### config.mk
export PLATFORM = sky130hd
export DESIGN_NAME = fit_block_allocator_flat
export DESIGN_NICKNAME = d
export VERILOG_FILES = /design/src/hw/rtl/fba_pkg.sv /design/src/hw/rtl/fba_if.sv /design/src/hw/rtl/fba_cell.sv /design/src/hw/rtl/fit_block_allocator.sv /design/src/flat_wrapper.sv
export SDC_FILE = /design/constraint.sdc
export NUM_CORES = 2
export LEC_CHECK = 0
export ABC_CLOCK_PERIOD_IN_PS = 7570
export BUFFER_PORTS_ARGS = -buffer_cell sky130_fd_sc_hd__buf_4
export CAP_MARGIN = 10
export CORE_MARGIN = 5
export CORE_UTILIZATION = 55
export DETAILED_ROUTE_END_ITERATION = 8
export MAX_ROUTING_LAYER = met4
export PLACE_DENSITY = 0.71
export SLEW_MARGIN = 0
export SYNTH_ARGS = -nofsm -noshare
export SYNTH_HDL_FRONTEND = slang
export SYNTH_HIERARCHICAL = 1
export SYNTH_SLANG_ARGS = --single-unit
export TNS_END_PERCENT = 50
### constraint.sdc
create_clock -name clk -period 7.57 [get_ports clk]
set_input_delay 0.3785 -clock clk [delete_from_list [all_inputs] [get_ports clk]]
set_output_delay 0.3785 -clock clk [all_outputs]
set_load 0.02 [all_outputs]
### src/hw/rtl/fba_pkg.sv
package fba_pkg;

  localparam int MAX_BLOCKS = 16;
  localparam int DATA_W     = 32;
  localparam int IDX_W      = (MAX_BLOCKS > 1) ? $clog2(MAX_BLOCKS) : 1;
  localparam int CNT_W      = $clog2(MAX_BLOCKS + 1);
  localparam int BIX_W      = 4;
  localparam int STAT_W     = 2;

  localparam logic OP_LOAD  = 1'b0;
  localparam logic OP_ALLOC = 1'b1;

  localparam logic [STAT_W-1:0] STAT_LOADED  = 2'd0;
  localparam logic [STAT_W-1:0] STAT_ALLOC   = 2'd1;
  localparam logic [STAT_W-1:0] STAT_NOALLOC = 2'd2;
  localparam logic [STAT_W-1:0] STAT_FULL    = 2'd3;

  // Search token that walks the cell row, one cell per cycle.
  typedef struct packed {
    logic              active;
    logic [DATA_W-1:0] amt;
    logic              found;
    logic [IDX_W-1:0]  pick;
    logic [DATA_W-1:0] best;
  } tok_t;

  // Write command broadcast to every cell; only the addressed cell acts.
  typedef struct packed {
    logic              load;
    logic              sub;
    logic [IDX_W-1:0]  idx;
    logic [DATA_W-1:0] amt;
  } wr_t;

  // The reported index is the table index kept to its low four bits.
  function automatic logic [BIX_W-1:0] to_bix(input logic [IDX_W-1:0] i);
    logic [IDX_W+BIX_W-1:0] w;
    w = (IDX_W + BIX_W)'(i);
    return w[BIX_W-1:0];
  endfunction

endpackage

### src/hw/rtl/fba_if.sv
interface fba_req_if;
  logic                       valid;
  logic                       ready;
  logic                       opcode;
  logic [fba_pkg::DATA_W-1:0] amount;

  modport source (output valid, output opcode, output amount, input ready);
  modport sink (input valid, input opcode, input amount, output ready);
endinterface

interface fba_res_if;
  logic                       valid;
  logic                       ready;
  logic [fba_pkg::STAT_W-1:0] status;
  logic [fba_pkg::BIX_W-1:0]  block_index;

  modport source (output valid, output status, output block_index, input ready);
  modport sink (input valid, input status, input block_index, output ready);
endinterface

### src/hw/rtl/fba_cell.sv
module fba_cell (
  input  logic                     clk,
  input  logic                     rst,
  input  logic [fba_pkg::IDX_W-1:0] idx,
  input  logic                     loaded,
  input  logic                     fit_mode,
  input  fba_pkg::wr_t             wr,
  input  fba_pkg::tok_t            tok_in,
  output fba_pkg::tok_t            tok_out
);
  import fba_pkg::*;

  logic [DATA_W-1:0] cap;
  logic              fits;
  logic              take;

  assign fits = loaded && (cap >= tok_in.amt);
  // First fit keeps the first hit; best fit replaces only on a strictly smaller room.
  assign take = fits && (!tok_in.found || (fit_mode && (cap < tok_in.best)));

  always_ff @(posedge clk) begin
    if (wr.load && (wr.idx == idx)) begin
      cap <= wr.amt;
    end else if (wr.sub && (wr.idx == idx)) begin
      cap <= cap - wr.amt;
    end
  end

  always_ff @(posedge clk) begin
    if (rst) begin
      tok_out.active <= 1'b0;
    end else begin
      tok_out.active <= tok_in.active;
    end
    tok_out.amt <= tok_in.amt;
    if (take) begin
      tok_out.found <= 1'b1;
      tok_out.pick  <= idx;
      tok_out.best  <= cap;
    end else begin
      tok_out.found <= tok_in.found;
      tok_out.pick  <= tok_in.pick;
      tok_out.best  <= tok_in.best;
    end
  end

  a_tok_moves: assert property (@(posedge clk) disable iff (rst)
    tok_in.active |=> tok_out.active)
    else $error("search token lost in cell");

  a_wr_excl: assert property (@(posedge clk) disable iff (rst)
    !(wr.load && wr.sub))
    else $error("load and allocate write in the same cycle");

  a_best_fits: assert property (@(posedge clk) disable iff (rst)
    (tok_in.active && take) |=> (tok_out.found && (tok_out.best >= tok_out.amt)))
    else $error("chosen block does not cover the request");

endmodule

### src/hw/rtl/fit_block_allocator.sv
// Load request: the result is held in the pending register from acceptance and
// enters the output register from the pending state. Allocation request: the
// search token crosses MAX_BLOCKS cells, one per cycle, and its result then takes
// the same path through the pending register. One request is in work at a time;
// the next is taken once the previous result has entered the output register, and
// later while an earlier result still waits in the output register for out_res.ready.
// Reset clears the fill count, fit_mode and control; block capacities are not cleared.
module fit_block_allocator (
  input  logic                        clk,
  input  logic                        rst,
  fba_req_if.sink                     in_req,
  fba_res_if.source                   out_res,
  input  logic                        psel,
  input  logic                        penable,
  input  logic                        pwrite,
  input  logic [2:0]                  paddr,
  input  logic [31:0]                 pwdata,
  output logic [31:0]                 prdata,
  output logic                        pready
);
  import fba_pkg::*;

  // Controller states.
  localparam logic [1:0] S_IDLE = 2'd0;
  localparam logic [1:0] S_SCAN = 2'd1;
  localparam logic [1:0] S_PEND = 2'd2;

  localparam logic [2:0] ADDR_FIT_MODE = 3'd0;

  logic [1:0]        state;
  logic [CNT_W-1:0]  count;
  logic              fit_mode;
  logic [STAT_W-1:0] pend_status;
  logic [BIX_W-1:0]  pend_index;
  logic              out_valid;
  logic [STAT_W-1:0] out_status;
  logic [BIX_W-1:0]  out_index;

  logic              accept;
  logic              full;
  logic              cfg_wr;
  logic [MAX_BLOCKS-1:0] loaded;
  logic [MAX_BLOCKS-1:0] tok_act;
  tok_t              tok [MAX_BLOCKS+1];
  tok_t              tok_end;
  wr_t               wr;

  // Configuration port: one register, written in the APB access phase. Registers
  // sit on word boundaries, so only the word-select bit of the address is decoded.
  assign pready = 1'b1;
  assign cfg_wr = psel && penable && pwrite && (paddr[2] == ADDR_FIT_MODE[2]);
  assign prdata = (paddr[2] == ADDR_FIT_MODE[2]) ? {31'd0, fit_mode} : 32'd0;

  always_ff @(posedge clk) begin
    if (rst) begin
      fit_mode <= 1'b0;
    end else if (cfg_wr) begin
      fit_mode <= pwdata[0];
    end
  end

  // Requests are taken only while no other request is in work. A finished
  // result may still sit in the output register; it parts the two sides.
  assign in_req.ready = (state == S_IDLE);
  assign accept       = in_req.valid && in_req.ready;
  assign full         = (count >= CNT_W'(MAX_BLOCKS));

  // An allocation request enters the first cell as a fresh token.
  assign tok[0] = '{active: accept && (in_req.opcode == OP_ALLOC),
                    amt:    in_req.amount,
                    found:  1'b0,
                    pick:   '0,
                    best:   '0};

  assign tok_end = tok[MAX_BLOCKS];

  // Loads write in the idle state, the allocation write-back happens when the
  // token leaves the last cell; the two never meet.
  always_comb begin
    wr.load = accept && (in_req.opcode == OP_LOAD) && !full;
    wr.sub  = (state == S_SCAN) && tok_end.active && tok_end.found;
    if (state == S_SCAN) begin
      wr.idx = tok_end.pick;
      wr.amt = tok_end.amt;
    end else begin
      wr.idx = count[IDX_W-1:0];
      wr.amt = in_req.amount;
    end
  end

  // The row of cells. Cell j holds block j and sees whether it is loaded.
  for (genvar j = 0; j < MAX_BLOCKS; j++) begin : g_cell
    assign loaded[j]  = (CNT_W'(j) < count);
    assign tok_act[j] = tok[j+1].active;

    fba_cell u_cell (
      .clk      (clk),
      .rst      (rst),
      .idx      (IDX_W'(j)),
      .loaded   (loaded[j]),
      .fit_mode (fit_mode),
      .wr       (wr),
      .tok_in   (tok[j]),
      .tok_out  (tok[j+1])
    );
  end

  // Controller: takes a request, waits for the scan when needed, and hands the
  // result to the output register as soon as that register is free.
  always_ff @(posedge clk) begin
    if (rst) begin
      state <= S_IDLE;
      count <= '0;
    end else begin
      case (state)
        S_IDLE: begin
          if (accept) begin
            if (in_req.opcode == OP_LOAD) begin
              if (!full) begin
                count <= count + CNT_W'(1);
              end
              state <= S_PEND;
            end else begin
              state <= S_SCAN;
            end
          end
        end
        S_SCAN: begin
          if (tok_end.active) begin
            state <= S_PEND;
          end
        end
        S_PEND: begin
          if (!out_valid || out_res.ready) begin
            state <= S_IDLE;
          end
        end
        default: begin
          state <= S_IDLE;
        end
      endcase
    end
  end

  // Pending result payload, held until the output register takes it.
  always_ff @(posedge clk) begin
    if ((state == S_IDLE) && accept && (in_req.opcode == OP_LOAD)) begin
      if (full) begin
        pend_status <= STAT_FULL;
        pend_index  <= '0;
      end else begin
        pend_status <= STAT_LOADED;
        pend_index  <= to_bix(count[IDX_W-1:0]);
      end
    end else if ((state == S_SCAN) && tok_end.active) begin
      if (tok_end.found) begin
        pend_status <= STAT_ALLOC;
        pend_index  <= to_bix(tok_end.pick);
      end else begin
        pend_status <= STAT_NOALLOC;
        pend_index  <= '0;
      end
    end
  end

  // Output register.
  always_ff @(posedge clk) begin
    if (rst) begin
      out_valid <= 1'b0;
    end else if ((state == S_PEND) && (!out_valid || out_res.ready)) begin
      out_valid <= 1'b1;
    end else if (out_res.ready) begin
      out_valid <= 1'b0;
    end
  end

  always_ff @(posedge clk) begin
    if ((state == S_PEND) && (!out_valid || out_res.ready)) begin
      out_status <= pend_status;
      out_index  <= pend_index;
    end
  end

  assign out_res.valid       = out_valid;
  assign out_res.status      = out_status;
  assign out_res.block_index = out_index;

  a_one_token: assert property (@(posedge clk) disable iff (rst)
    $onehot0(tok_act))
    else $error("more than one search token in the cell row");

  a_token_in_scan: assert property (@(posedge clk) disable iff (rst)
    (tok_act != '0) |-> (state == S_SCAN))
    else $error("search token outside of a scan");

  a_sub_loaded: assert property (@(posedge clk) disable iff (rst)
    wr.sub |-> (CNT_W'(wr.idx) < count))
    else $error("allocation write to an unloaded block");

  a_count_bound: assert property (@(posedge clk) disable iff (rst)
    count <= CNT_W'(MAX_BLOCKS))
    else $error("fill count beyond table size");

endmodule

### src/flat_wrapper.sv
// flat-port wrapper written by rule: the top's interface ports become plain ports
module fit_block_allocator_flat import fba_pkg::*;
  (clk, rst, psel, penable, pwrite, paddr, pwdata, prdata, pready, in_req_valid, in_req_opcode, in_req_amount, in_req_ready, out_res_valid, out_res_status, out_res_block_index, out_res_ready);
  fba_req_if in_req_i ();
  fba_res_if out_res_i ();
  input  logic clk;
  input  logic rst;
  input  logic psel;
  input  logic penable;
  input  logic pwrite;
  input  logic [2:0] paddr;
  input  logic [31:0] pwdata;
  output logic [31:0] prdata;
  output logic pready;
  input wire logic [$bits(in_req_i.valid)-1:0] in_req_valid;
  input wire logic [$bits(in_req_i.opcode)-1:0] in_req_opcode;
  input wire logic [$bits(in_req_i.amount)-1:0] in_req_amount;
  output wire logic [$bits(in_req_i.ready)-1:0] in_req_ready;
  output wire logic [$bits(out_res_i.valid)-1:0] out_res_valid;
  output wire logic [$bits(out_res_i.status)-1:0] out_res_status;
  output wire logic [$bits(out_res_i.block_index)-1:0] out_res_block_index;
  input wire logic [$bits(out_res_i.ready)-1:0] out_res_ready;
  assign in_req_i.valid = in_req_valid;
  assign in_req_i.opcode = in_req_opcode;
  assign in_req_i.amount = in_req_amount;
  assign in_req_ready = in_req_i.ready;
  assign out_res_valid = out_res_i.valid;
  assign out_res_status = out_res_i.status;
  assign out_res_block_index = out_res_i.block_index;
  assign out_res_i.ready = out_res_ready;
  fit_block_allocator u_core (.clk(clk), .rst(rst), .in_req(in_req_i), .out_res(out_res_i), .psel(psel), .penable(penable), .pwrite(pwrite), .paddr(paddr), .pwdata(pwdata), .prdata(prdata), .pready(pready));
endmodule
### Word level (Yosys, flattened, before mapping)

Index checks and enable logic that the tools add are counted.

| cells by class | value |
|---|---|
| bitwise logic cells | 3 |
| magnitude comparators | 48 |
| reduce and logical (&&, ||, !) cells | 145 |
| add/subtract/negate cells | 17 |
| mux-type cells | 64 |
| equality and inequality tests | 20 |

Operators by type and width:

| operator | number |
|---|---|
| $mux 32 | 46 |
| $ge 32x32->1 | 16 |
| $sub 32x32->32 | 16 |
| $lt 32x32->1 | 15 |
| $logic_and 1x1->1 | 90 |
| $lt 4x5->1 const A | 8 |
| $mux 37 | 1 |
| $mux 36 | 1 |
| $reduce_bool 2->1 | 18 |
| $eq 4x4->1 const B | 8 |
| $lt 3x5->1 const A | 4 |
| $logic_not 1->1 | 17 |
| $eq 4x3->1 const B | 4 |
| $logic_or 1x1->1 | 16 |
| $mux 2 | 8 |
| $mux 4 | 4 |
| $lt 1x5->1 const A | 2 |
| $lt 2x5->1 const A | 2 |
| $eq 4x2->1 const B | 2 |
| $pmux 2 s3 | 1 |
| $add 5x1->5 const B | 1 |
| $ge 5x5->1 const B | 1 |
| $eq 4x1->1 const B | 1 |
| $logic_not 4->1 | 1 |
| other kinds (9) | 14 |

| word-level totals | value |
|---|---|
| output and inout bits | 41 |
| input port bits | 75 |
| register bits | 1,621 |

### Longest topological paths before layout

| depth | value |
|---|---|
| depth after elaboration | 6 |
| mapped depth | 15 |

### Hierarchy

Netlist, hierarchy kept.

By module, submodules not included:

| module | area each (µm²) | cells each | instances | sequential area each (µm²) |
|---|---|---|---|---|
| fba_cell at u_core.g_cell[12].u_cell ... | 6,576.3 | 685 | 9 | 2,362.3 |
| fba_cell at u_core.g_cell[0].u_cell ... | 6,508.7 | 684 | 7 | 2,362.3 |
| fit_block_allocator | 1,656.6 | 172 | 1 | 540.5 |

### Worst setup path before layout

Ideal clock, no wire load.

| path | value |
|---|---|
| kind | reg2reg |
| start | register u_core.state[1] |
| end | register u_core.g_cell[10].u_cell.cap[0] (enable) |
| path buffers | 2 |
| data arrival time | 3,930 ps |
| stages on the path, launching flop included | 8 |
| setup time | 391 ps |
| path slack | 3,249 ps |
| path through | dfxtp_1 > and2b_1 > clkbuf_1 > buf_2 > o21ai_0 > xor2_1 > nor4_1 > o21a_1 |

RTL lines:

| item | line | RTL |
|---|---|---|
| start, declared | fit_block_allocator.sv:30 | `logic [1:0] state;` |
| start signal, assigned | fit_block_allocator.sv:112 | `state <= S_IDLE;` |
| start signal, assigned | fit_block_allocator.sv:122 | `state <= S_PEND;` |
| start signal, assigned | fit_block_allocator.sv:124 | `state <= S_SCAN;` |
| end signal, assigned | fba_cell.sv:23 | `cap <= wr.amt;` |
| end signal, assigned | fba_cell.sv:25 | `cap <= cap - wr.amt;` |
| end, declared | fba_cell.sv:13 | `logic [DATA_W-1:0] cap;` |

==> summary.md <==
| Metric | Value |
|---|---|
| CP Data Arrival Time | 6.29 ns |
| TNS Setup | 0 ns |
| VDD IR-drop max | 0.1727 mV |
| Worst-margin pin slew | 1.221 ns |
| R2r endpoint | u_core/g_cell[8].u_cell/cap[20]$_DFFE_PP_ |
| Clock sink count | 1621 |
| Drt drc | 0 |
| Largest net degree at the start of global routing | 41 |
| H-tree levels | 4 |
| Total vias in the final route | 83120 |
| Layout cells sized above 1 | 10.55% |
| Final setup violating endpoints | 0 |
| DP Wirelength | 251.8 mm |
| Starting DRC count in detailed routing | 7416 |
| CP max stage cell | mux2_2 |
| Worst-Skew Late Latency | 0.86 ns |
| IO Port Bufs | 50 |
| Die Ht | 447.8 microns |
| Total Wirelength | 324.6 mm |
| First-pass GRT wire length | 484.9 mm |
| Core Region | 0.1904 sq mm |
| Cts repair resizes | 0 |
| WHS Path Cells | 4 |
| # IOs | 116 |
| Final Worst Setup Slack | 1.824 ns |
| CTS Buf Count | 176 |
| Die area | 0.2005 sq mm |
| CTS tree | yes |
| Static leakage | 55.43 nW |
| Slew margin rel. | 18.61% |
| CTS Buffer Depth | 3 |
| Slowest cell delay on critical path | 1.04 ns |
| Core Rows | 160 |
| Ys Warns | 6 |
| Fmax | 174.0 MHz |
| P per Cell Area | 202.7 mW/mm^2 |
| Clock slew at reported path FFs | 0.06 ns |
| GP Congestion | 0.9990 |
| Crit-path max FO | 26 |
| Setup CP Type | flip-flop to flip-flop |
| Worst Path Required | 8.12 ns |
| Mapped Avg Cell Area | 9.530 sq um |
| Hold Fails Final Rpt | 0 |
| Final min period | 5.746 ns |
| GRT Residual Overflow | 0 |
| RSZ-0062 raised after global routing | no |
| Outcome | finished, final reports clean |
| Buf+Inv Stages, Crit Path | 1 |
| Iteration count of the initial detailed-routing pass | 5 |
| Initial antenna violation count | 13 |
| Reg2reg setup slack | 1.82 ns |
| Mapped Cells | 11060 |
| R2R depth | 13 |
| Post-synthesis cell area | 0.1054 sq mm |
| Crit share post-route | 75.91% |
| Hold Startpoint | in_req_valid |
| Vias in the first global route | 80590 |
| Vias per cell | 5.917 |
| Reg2reg start | u_core/state[1]$_SDFFE_PP0P_ |
| Setup crit start kind | flip-flop |
| Hold Path End | u_core/state[1]$_SDFFE_PP0P_ |
| Max Clock Skew | 0.05097 ns |
| Hold WC Path Type | input port to flip-flop |
| MaxCap Viol Count | 0 |
| # Post-CTS Setup Buffers | 0 |
| GRT Overall Usage | 32.61% |
| Die X | 447.8 microns |
| Fin. max-slew vios | 0 |
| Nets | 12970 |
| Drt wl/cell | 23.11 microns |
| ANT nets after route | 0 |
| Sequence of cells on the critical path | and2b_2 -> mux2_2 -> inv_1 -> fa_1 -> a21o_1 -> a221oi_1 -> nor4_1 -> nor3b_2 -> nor3_1 -> o31ai_1 -> nor2b_1 -> xor2_1 -> o21ai_1 |
| Setup crit end kind | flip-flop |
| Initial Utilization | 55.36% |
| Clock root cell | clkbuf_16 |
| Crit path max-delay family | simple AND/OR/NAND/NOR gates |
| Area growth, synth to finish | 9.317% |
| Place WS | 1.980 ns |
| Hold buffers post-CTS | 40 |
==> where the power goes <==
group	switching, mW	internal (mW)	total [mW]
Sequential	0.377	9.52	9.89
Combinational	2.57	1.82	4.39
Clock	3.84	5.23	9.07
Total	6.79	16.6	23.4
==> metrics by stage <==
step / utilization [%] / instances / hold WS (ns) / total power, mW / instance area, sq um
6_report: 60.52 / 14050 / 0.2200 / 23.35 / 115200
5_1_grt: 60.52 / 14050 / 0.1829 / 24.34 / 115200
4_1_cts: 60.51 / 14040 / 0.1673 / 23.40 / 115200
3_5_place_dp: 57.05 / 13670 / 0.3357 / 14.32 / 108600
3_3_place_gp: 57.05 / 13670 / 0.3352 / 14.16 / 108600
2_1_floorplan: - / 11290 / 0.3308 / 13.03 / 106300
==> worst max path at each step <==
| stage | from | end | cells after the start |
|---|---|---|---|
| after global placement | u_core/state[1]$_SDFFE_PP0P_ | u_core/g_cell[8].u_cell/cap[20]$_DFFE_PP_ | 14 |
| after CTS | u_core/state[1]$_SDFFE_PP0P_ | u_core/g_cell[7].u_cell/cap[20]$_DFFE_PP_ | 15 |
| after detailed placement | u_core/state[1]$_SDFFE_PP0P_ | u_core/g_cell[7].u_cell/cap[20]$_DFFE_PP_ | 15 |
| final | u_core/state[1]$_SDFFE_PP0P_ | u_core/g_cell[8].u_cell/cap[20]$_DFFE_PP_ | 13 |
| after global routing | u_core/state[1]$_SDFFE_PP0P_ | u_core/g_cell[8].u_cell/cap[20]$_DFFE_PP_ | 13 |
| after floorplan | u_core/state[1]$_SDFFE_PP0P_ | u_core/g_cell[10].u_cell/cap[0]$_DFFE_PP_ | 7 |
==> worst min-delay path, delay by kind of cell <==
family / cells / cell delay [ns]
buffers and inverters: 2 / 0.34
and+or+nand+nor: 1 / 0.16
AOI/OAI and AO/OA: 1 / 0.11
==> routing by layer <==
metal  part of all wire [%]  vias up  GRT usage [%]
li1                       -    39390              -
met1                     43    39680          42.38
met2                     44     3201          49.70
met4                    6.4        0          17.29
met5                      0        -              -
met3                    7.4      853          4.383
==> layout make-up <==
class                      instances  area, sq um
timing repair buffer             180         1464
clock buffer                     251         5389
tap                             2511         3142
clock inverter                    82        812.0
inverter                        1588         5961
multi-input combinational       7810        60740
fill                           15860        75170
sequential                      1621        37700
antenna                            3        7.507
==> registers in the layout (all words and copies together), names as in the netlist <==
name                          flops
u_core/out_res.block_index        4
u_core/count                      5
u_core/g_cell.u_cell/tok_out   1088
u_core/state                      2
u_core/fit_mode                   1
u_core/pend_status                2
u_core/g_cell.u_cell/cap        512
u_core/out_res.valid              1
u_core/out_res.status             2
u_core/pend_index                 4
==> placed cells by master (no fill, tap or decap), drive strengths merged, types with 42 or more instances in the layout <==
cell type,instances
a31oi,49
ha,1505
edfxtp,524
nor4,94
o21bai,42
clkinv,52
dfxtp,1097
inv,1608
o21a,118
buf,140
and3,90
conb,231
xnor2,263
nand3,88
nor2b,151
xor2,251
o31ai,99
clkbuf,251
o21ai,552
o211ai,48
a21oi,981
o2111ai,44
mux2,597
nand2b,132
nand2,636
a211oi,80
nand4,151
nor2,518
nor3,103
a21o,428
Note: power is estimated with default switching activity, not from simulation.
